==> src/hw/rtl/top_k_score_table_defines.svh <==
// Assertion macros for the top-k score table; empty bodies when SYNTH is defined.
`ifndef TOP_K_SCORE_TABLE_DEFINES_SVH
`define TOP_K_SCORE_TABLE_DEFINES_SVH

`ifndef SYNTH
// Same-cycle implication: whenever ante holds, cons must hold on that edge.
`define TKS_ASSERT_IMP(label, clk, rst_n, ante, cons) \
	label: assert property (@(posedge clk) disable iff (!rst_n) (ante) |-> (cons)) \
		else $error("assertion failed");
// Next-cycle implication: whenever ante holds, cons must hold on the following edge.
`define TKS_ASSERT_NXT(label, clk, rst_n, ante, cons) \
	label: assert property (@(posedge clk) disable iff (!rst_n) (ante) |=> (cons)) \
		else $error("assertion failed");
`else
`define TKS_ASSERT_IMP(label, clk, rst_n, ante, cons)
`define TKS_ASSERT_NXT(label, clk, rst_n, ante, cons)
`endif

`endif

==> src/hw/rtl/tks_pkg.sv <==
// Shared payload and table entry types for the top-k score table.
package tks_pkg;

	typedef struct packed {
		logic signed [31:0] new_score;
		logic [4:0]         play_day;
		logic [3:0]         play_month;
		logic [11:0]        play_year;
	} in_item_t;

	typedef struct packed {
		logic [3:0]         rank;
		logic signed [31:0] entry_score;
		logic [4:0]         entry_day;
		logic [3:0]         entry_month;
		logic [11:0]        entry_year;
		logic               last_row;
	} out_item_t;

	typedef struct packed {
		logic signed [31:0] score;
		logic [4:0]         day;
		logic [3:0]         month;
		logic [11:0]        year;
	} entry_t;

endpackage

==> src/hw/rtl/tks_mem.sv <==
// Table memory: one write port, one read port with registered read data.
module tks_mem #(
	parameter int DEPTH = 10,
	parameter int AW    = 4
) (
	input  logic             clk,
	input  logic             wr_en,
	input  logic [AW-1:0]    wr_addr,
	input  tks_pkg::entry_t  wr_data,
	input  logic             rd_en,
	input  logic [AW-1:0]    rd_addr,
	output tks_pkg::entry_t  rd_data
);
	import tks_pkg::*;

	entry_t mem [DEPTH];
	entry_t rd_data_q;

	always_ff @(posedge clk) begin
		if (wr_en) begin
			mem[wr_addr] <= wr_data;
		end
	end

	// hold the last read word while no read is issued
	always_ff @(posedge clk) begin
		if (rd_en) begin
			rd_data_q <= mem[rd_addr];
		end
	end

	assign rd_data = rd_data_q;

endmodule

==> src/hw/rtl/top_k_score_table.sv <==
// Top level of the top-k score table: insert sequencer, table memory and output register.
//
//  channel | direction | payload               | handshake
//  --------+-----------+-----------------------+----------------------
//  in      | input     | tks_pkg::in_item_t    | in_valid / in_ready
//  out     | output    | tks_pkg::out_item_t   | out_valid / out_ready
//
// After a request is accepted, the sequencer steps through the table one row at a time,
// writing out entry_count rows, plus one more when the table is not yet full, so at
// most TABLE_DEPTH rows per request. The single memory read port sets this pace.
// Reset clears the row count and the sequencer; the memory is not cleared.
// A stalled output holds the sequencer; in_ready is low until the dump ends.
`include "top_k_score_table_defines.svh"

module top_k_score_table #(
	parameter int TABLE_DEPTH = 10
) (
	input  logic                clk,
	input  logic                arst_n,
	input  logic                in_valid,
	output logic                in_ready,
	input  tks_pkg::in_item_t   in_data,
	output logic                out_valid,
	input  logic                out_ready,
	output tks_pkg::out_item_t  out_data
);
	import tks_pkg::*;

	localparam int AW = (TABLE_DEPTH > 1) ? $clog2(TABLE_DEPTH) : 1;
	localparam int CW = $clog2(TABLE_DEPTH + 1);
	localparam int RW = CW + 1;

	// sequencer state
	logic          busy_q;
	logic          placed_q;
	logic [CW-1:0] cur_q;
	logic [CW-1:0] count_q;
	entry_t        carry_q;

	// output register
	logic          out_valid_q;
	out_item_t     out_q;

	// memory interface
	logic          mem_we;
	logic [AW-1:0] mem_waddr;
	entry_t        mem_wdata;
	logic          mem_re;
	logic [AW-1:0] mem_raddr;
	entry_t        mem_rdata;

	logic          accept;
	logic          step;
	logic          at_append;
	logic          table_full;
	logic          less;
	logic          shift;
	logic          last;
	logic [CW-1:0] next_idx;
	entry_t        row_entry;

	assign in_ready = !busy_q;
	assign accept   = in_valid && in_ready;

	// advance one row whenever the output slot is free or being emptied
	assign step = busy_q && (!out_valid_q || out_ready);

	assign table_full = (count_q == CW'(TABLE_DEPTH));
	assign at_append  = (cur_q == count_q);
	assign next_idx   = cur_q + CW'(1);

	// the pending entry goes ahead of the first row with a strictly lower score;
	// once placed, every later row shifts down by one
	assign less      = $signed(mem_rdata.score) < $signed(carry_q.score);
	assign shift     = at_append || placed_q || less;
	assign row_entry = shift ? carry_q : mem_rdata;

	// a full table ends on its last row and drops the carried entry
	assign last = at_append || (table_full && (cur_q == CW'(TABLE_DEPTH - 1)));

	assign mem_we    = step && shift;
	assign mem_waddr = cur_q[AW-1:0];
	assign mem_wdata = row_entry;

	// fetch row 0 on a new request, otherwise the next row ahead of the step;
	// the write goes to the current row, so the two never collide
	always_comb begin
		mem_re    = 1'b0;
		mem_raddr = '0;
		if (accept) begin
			mem_re    = (count_q != '0);
			mem_raddr = '0;
		end else if (step && !last) begin
			mem_re    = (next_idx < count_q);
			mem_raddr = next_idx[AW-1:0];
		end
	end

	tks_mem #(
		.DEPTH (TABLE_DEPTH),
		.AW    (AW)
	) u_mem (
		.clk     (clk),
		.wr_en   (mem_we),
		.wr_addr (mem_waddr),
		.wr_data (mem_wdata),
		.rd_en   (mem_re),
		.rd_addr (mem_raddr),
		.rd_data (mem_rdata)
	);

	// sequencer
	always_ff @(posedge clk or negedge arst_n) begin
		if (!arst_n) begin
			busy_q   <= 1'b0;
			placed_q <= 1'b0;
			cur_q    <= '0;
			count_q  <= '0;
		end else if (accept) begin
			busy_q   <= 1'b1;
			placed_q <= 1'b0;
			cur_q    <= '0;
		end else if (step) begin
			placed_q <= placed_q || less;
			cur_q    <= next_idx;
			if (last) begin
				busy_q <= 1'b0;
				if (at_append) begin
					count_q <= count_q + CW'(1);
				end
			end
		end
	end

	// carry the new entry, then each displaced row
	always_ff @(posedge clk) begin
		if (accept) begin
			carry_q.score <= in_data.new_score;
			carry_q.day   <= in_data.play_day;
			carry_q.month <= in_data.play_month;
			carry_q.year  <= in_data.play_year;
		end else if (step && shift) begin
			carry_q <= mem_rdata;
		end
	end

	// output register
	always_ff @(posedge clk or negedge arst_n) begin
		if (!arst_n) begin
			out_valid_q <= 1'b0;
		end else if (step) begin
			out_valid_q <= 1'b1;
		end else if (out_ready) begin
			out_valid_q <= 1'b0;
		end
	end

	always_ff @(posedge clk) begin
		if (step) begin
			out_q.rank        <= 4'({1'b0, cur_q} + RW'(1));
			out_q.entry_score <= row_entry.score;
			out_q.entry_day   <= row_entry.day;
			out_q.entry_month <= row_entry.month;
			out_q.entry_year  <= row_entry.year;
			out_q.last_row    <= last;
		end
	end

	assign out_valid = out_valid_q;
	assign out_data  = out_q;

	`TKS_ASSERT_IMP(a_count_bound, clk, arst_n, 1'b1, count_q <= CW'(TABLE_DEPTH))
	`TKS_ASSERT_IMP(a_cur_bound, clk, arst_n, busy_q, cur_q <= count_q)
	`TKS_ASSERT_IMP(a_write_on_step, clk, arst_n, mem_we, step && busy_q)
	`TKS_ASSERT_NXT(a_last_ends, clk, arst_n, step && last, !busy_q && out_valid && out_data.last_row)

endmodule
==> config.mk <==
export PLATFORM = sky130hd
export DESIGN_NAME = top_k_score_table
export DESIGN_NICKNAME = d
export VERILOG_FILES = /design/src/hw/rtl/tks_pkg.sv /design/src/hw/rtl/tks_mem.sv /design/src/hw/rtl/top_k_score_table.sv
export VERILOG_INCLUDE_DIRS = /design/src /design/src/hw/rtl
export SDC_FILE = /design/constraint.sdc
export NUM_CORES = 1
export LEC_CHECK = 0
export BUFFER_PORTS_ARGS = -buffer_cell sky130_fd_sc_hd__buf_2
export CORE_UTILIZATION = 45
export DETAILED_ROUTE_END_ITERATION = 7
export PLACE_DENSITY = 0.65
export REMOVE_ABC_BUFFERS = 1
export SLEW_MARGIN = 15
export SYNTH_ARGS = -nofsm -noshare
export SYNTH_HDL_FRONTEND = slang
export SYNTH_SLANG_ARGS = --single-unit
==> constraint.sdc <==
create_clock -name clk -period 8.1 [get_ports clk]
set_input_delay 0.405 -clock clk [delete_from_list [all_inputs] [get_ports clk]]
set_output_delay 0.405 -clock clk [all_outputs]
set_load 0.005 [all_outputs]
-- After elaboration in Yosys (flattened, before gate mapping)
Memory sizes are Yosys's and may differ from the RTL's. A register that Yosys moved wholly into a read port is not among the register bits.
Cells that the tools add are included.
Widths: inputs -> output; s select.
- output and inout bits: 60
- register bits after elaboration: 122
- memories: 1
- RAM bits: 530
- word-level logic and storage cells: 63
- add/sub/neg operators: 3
- reductions and logical operators: 20
- order comparisons: 2
- bitwise operators: 1
- multiplexer cells: 18
- equality and inequality tests: 3
- memories (memory ; depth ; bits a word ; rd ports ; clocked after Yosys merged registers in ; wr ports ; line ; RTL):
    u_mem.mem ; 10 ; 53 ; 1 ; 1 ; 1 ; tks_mem.sv:16 ; entry_t mem [DEPTH];
- operators by type and width (operator ; number):
    $mux 53 ; 3
    $lt 32x32->1 ; 1
    $mux 4 ; 4
    $add 4x1->4 const B ; 3
    $mux 1 ; 11
    $eq 4x4->1 const B ; 2
    $reduce_bool 2->1 ; 4
    $logic_and 1x1->1 ; 5
    $logic_or 1x1->1 ; 5
    $eq 4x4->1 ; 1
    $lt 4x4->1 ; 1
    $reduce_and 4->1 ; 1
    $reduce_bool 4->1 ; 1
    $logic_not 1->1 ; 3
    $reduce_and 2->1 ; 1
    $not 1->1 ; 1

-- Logic depth before layout (Yosys ltp)
- word-level depth: 7
- depth in mapped cells: 12
- mapped depth without buffers: 9

-- Modules after synthesis
Synthesis repeated with hierarchy kept, for this count alone.
- cell total of the unflattened synthesis: 1858
- area, all modules: 29957.5 sq um
- by module, submodules not included (module ; instances ; sequential area each (sq um) ; cells an instance ; area each (sq um)):
    tks_mem ; 1 ; 17506.8 ; 1144 ; 22567.9
    top_k_score_table ; 1 ; 3608.5 ; 714 ; 7389.6

-- Worst setup path before layout
Ideal clock, no wire load.
- kind: reg2reg
- from: register u_mem.rd_data[52] (netlist name)
- to: memory u_mem.mem[4][0] in the netlist's numbering, enable pin
- path slack: -0.382 ns
- buffers on the path: 2
- period minus slack after synthesis: 8.482 ns
- cell stages (with the launch flop): 11
- arrival: 7.869 ns
- required time: 7.486 ns
- path through: edfxtp_1 > ha_1 > nand4_1 > nor3_1 > nand3_1 > a2111oi_2 > or3_1 > a211o_1 > buf_6 > clkbuf_1 > nor4b_1
- word-level cells in the longest chain between the ends: 5
- ends and longest elaborated chain (item ; line ; RTL):
    $lt 32x32->1 ; top_k_score_table.sv:74 ; assign less = $signed(mem_rdata.score) < $signed(carry_q.score);
    $logic_or 1x1->1 ; top_k_score_table.sv:75 ; assign shift = at_append || placed_q || less;
    $logic_and 1x1->1 ; top_k_score_table.sv:81 ; assign mem_we = step && shift;
    $mux 1 ; tks_mem.sv:20 ; if (wr_en) begin
    $mux 1 (implied by the code) ; tks_mem.sv:21 ; mem[wr_addr] <= wr_data;
    end, declared ; tks_mem.sv:16 ;
Every way passes these cells.

-- Final worst setup path
- from: register u_mem.rd_data[36] (netlist name)
- to: memory u_mem.mem[9][31] in the netlist's numbering, enable pin
- word-level cells in the longest chain between the ends: 5
- ends and longest elaborated chain (item ; line):
    $lt 32x32->1 ; top_k_score_table.sv:74
    $logic_or 1x1->1 ; top_k_score_table.sv:75
    $logic_and 1x1->1 ; top_k_score_table.sv:81
    $mux 1 ; tks_mem.sv:20
    $mux 1 (implied by the code) ; tks_mem.sv:21
Every way passes these cells.

==> impl_metrics.py <==
metrics = {
    "min_path": {
        "min_from": "in_data[6]",
        "min_delay_worst_endpoint": "carry_q[6]",
        "worst_hold_path.num_cells": 3,
        "min_path_type": "primary input to flop",
    },
    "clock_network": {
        "clock_tree.buffer_depth": 3,
        "root_cell_of_the_clock_tree": "sky130_fd_sc_hd__clkbuf_16",
        "clock_sinks": 705,
        "worst_setup_hold_path_clk_slew_ns": 0.06,
        "tritoncts.num_buffers": 72,
        "h-tree-depth": 3,
        "cts_post_setup_buffers_inserted": 0,
        "cts_tree": "yes",
        "clk-insertion-delay-late_ns": 0.61,
    },
    "floorplan": {
        "top_level_ports": 117,
        "floorplan.rows": 91,
        "die_h_um": 253,
        "placeableCoreArea_um2": 61900,
        "initial_utilization": 0.457,
        "die-width_um": 253,
        "design.die.area_um2": 64000,
    },
    "worst_setup_path": {
        "critical_path_s_slowest_cell": "sky130_fd_sc_hd__buf_4",
        "crit_top_cell": "sky130_fd_sc_hd__buf_4",
        "worstSetupPathType": "flop to flop",
        "ff2ff_path_depth": 10,
        "timing.critical_path.cells": "ha_1 -> nand2_1 -> nor4_1 -> a32oi_1 -> a2111oi_2 -> or3_1 -> a211o_4 -> buf_4 -> nor4b_2 -> buf_4",
        "timing.rr.start": "u_mem.rd_data[36]",
        "worst_setup_path_start_kind": "flop",
        "cp.buffers_inverters": 2,
        "end_kind": "flop",
        "reg2reg_to": "u_mem.mem[9][31]",
        "cp_top_family": "buffers and inverters",
        "critical_path_arrival_ns": 5.27,
        "worst_setup_slack_for_register_to_register_paths_ns": 3.05,
        "critical_path_peak_fanout": 53,
        "max_stage_delay_ns": 0.85,
        "worst_ep_required_time_ns": 8.32,
    },
    "timing": {
        "worst-slew-pin-transition_ns": 1.21,
        "post-route-worst-setup-slack_ns": 3.05,
        "achievable-frequency_mhz": 198,
        "timing_max_transition_violations_final": 0,
        "timing_hold_violations_final": 0,
        "max-slew-margin-rel": 0.195,
        "rsz0062_at_grt": "false",
        "timing.final.crit_share": 0.623,
        "fin_worst_hold_slack_ns": 0.0539,
        "setup_viol_count_final": 0,
        "finalClockSkew_ns": 0.0238,
        "setup-tns-final_ns": 0,
        "finalWorstPathRequiredPeriod_ns": 5.05,
    },
    "pwr": {
        "power_leakage_uw": 0.0119,
        "vdd_ir_drop_max_mv": 0.311,
        "total_power_uw": 13500,
        "power_per_cell_area_nw_per_um2": 419,
    },
    "layout": {
        "finish.net_count": 2171,
        "insertedDiodeCount": 0,
        "layout_common_cells": "sky130_fd_sc_hd__edfxtp_1, sky130_fd_sc_hd__nand2_1, sky130_fd_sc_hd__buf_2",
        "areaGrowthSynthToFinish_pct": 13.4,
        "post_layout_nonfiller_instances": 2966,
        "num-fill-cells": 5107,
        "sequential_cell_area_um2": 21100,
        "layout.cells.most_common": "sky130_fd_sc_hd__edfxtp_1",
        "layout-drive-gt1-share": 0.147,
        "area_of_combinational_cells_with_multiple_inputs_um2": 6700,
    },
    "grt": {
        "groute.usage.overall": 0.203,
        "grt_overflow": 0,
        "grt_max_degree": 213,
        "via_count_of_the_first_global_routing_pass": 16200,
        "grt_antenna_before_repair": 0,
        "wire_length_of_the_first_global_routing_pass_um": 96900,
    },
    "run_status": {
        "status": "complete, no violations",
    },
    "placed_design": {
        "worst_slack_after_detailed_placement_ns": 3.10,
        "placement.io_buffers": 116,
        "dp_hpwl_um": 31800,
        "place_inst": 2834,
        "gp_routability_congestion": 0.772,
    },
    "synthesis": {
        "synth_enable_flop_cells": 694,
        "synth_warnings": 0,
        "postSynth.topFlopCell": "sky130_fd_sc_hd__edfxtp_1",
        "post_synth_num_cell_types": 48,
        "average_size_of_a_mapped_cell_um2": 14.4,
        "mappedNetlistArea_um2": 28300,
        "yosysSeqAreaShare": 0.745,
        "synthCells": 1971,
        "synth.ff_latch_count": 705,
        "synth-async-reset-ratio": 0.0156,
    },
    "routing": {
        "vias_per_cell": 5.48,
        "drt_first_pass_iters": 6,
        "drc_errors": 0,
        "postRouteAntennaNets": 0,
        "finalWirelength_um": 64600,
        "drc_marker_count_from_the_first_detailed_route_iteration": 1248,
        "drt-wirelength-per-cell_um": 21.8,
        "dr_total_vias": 16300,
    },
    "job": {
        "max_cap_violations": 0,
    },
}
-- cell type report --
cell class	instances	area share
clock buffers	87	0.0605
well taps	837	0.0326
flip-flops and latches	705	0.658
repair buffers	134	0.0231
clock inverters	44	0.0127
inverters	40	0.00475
multi-input cells	1119	0.209
-- cells by family after synthesis --
family | count (synthesis) | share of synthesized area
and+or+nand+nor | 766 | 0.111
DFF | 705 | 0.745
AOI/OAI and AO/OA | 195 | 0.0527
buffers and inverters | 147 | 0.0232
muxes | 107 | 0.0467
adders and majority gates | 42 | 0.0186
xor gates and xnor gates | 9 | 0.00278
-- state kept, by name, summed over array words and instances (netlist names) --
| register | cells |
|---|---|
| carry_q | 53 |
| busy_q | 1 |
| placed_q | 1 |
| u_mem.mem | 530 |
| cur_q | 4 |
| out_valid | 1 |
| out_data | 58 |
| u_mem.rd_data | 53 |
| count_q | 4 |
-- stage by stage --
stage	area, um^2	util
detailed placement	29800	0.480
CTS	32100	0.518
global placement	29800	0.480
finish	32100	0.518
global route	32100	0.518
floorplan	27800	-
-- tightest hold or removal path, delay by kind of cell --
kind / cells / cell delay, ns
buffers and inverters: 1 / 0.07
and+or+nand+nor: 2 / 0.08
-- where the power goes --
group	internal (uW)	switching, uW
logic	1340	2760
registers	5740	330
clock network	1940	1370
total	9010	4450
-- what timing repair did --
| action | in CTS | in global routing |
|---|---|---|
| gates resized for setup | 0 | 0 |
| endpoints found under the hold margin | 11 | 0 |
| hold buffers | 1 | 0 |
-- synthesized netlist by cell type, types with 11 or more instances --
master                     instances  area (um^2)
sky130_fd_sc_hd__edfxtp_1        694        20800
sky130_fd_sc_hd__nand2_1         608         2280
sky130_fd_sc_hd__nand3_1         112          561
sky130_fd_sc_hd__clkbuf_1         85          319
sky130_fd_sc_hd__a21oi_1          66          330
sky130_fd_sc_hd__a32oi_1          54          473
sky130_fd_sc_hd__a41o_1           53          531
sky130_fd_sc_hd__mux2i_1          53          531
sky130_fd_sc_hd__mux2_4           49          736
sky130_fd_sc_hd__ha_1             42          526
sky130_fd_sc_hd__inv_1            39          146
sky130_fd_sc_hd__buf_2            11         55.1
sky130_fd_sc_hd__dfrtp_1          11          275
-- worst max-delay path by stage --
stage,cells past startpoint,start,slack (ns),to
2_1_floorplan,8,u_mem.rd_data[52],-1.68,u_mem.mem[4][0]
3_3_place_gp,10,u_mem.rd_data[36],3.27,u_mem.mem[9][25]
3_5_place_dp,10,u_mem.rd_data[36],3.10,u_mem.mem[8][25]
4_1_cts,10,u_mem.rd_data[36],3.09,u_mem.mem[8][50]
5_1_grt,10,u_mem.rd_data[36],2.83,u_mem.mem[9][10]
6_report,10,u_mem.rd_data[36],3.05,u_mem.mem[9][31]
-- routing by layer --
metal | wire length, um | share of wire | vias up | global-route usage
li1 | - | - | 7478 | -
met1 | 27200 | 0.42 | 8189 | 0.265
met2 | 32500 | 0.50 | 510 | 0.349
met3 | 3510 | 0.054 | 85 | 0.0278
met4 | 1320 | 0.020 | 0 | 0.0632
met5 | 0 | 0 | - | 0
No activity file was read; power rests on OpenSTA's default activity.
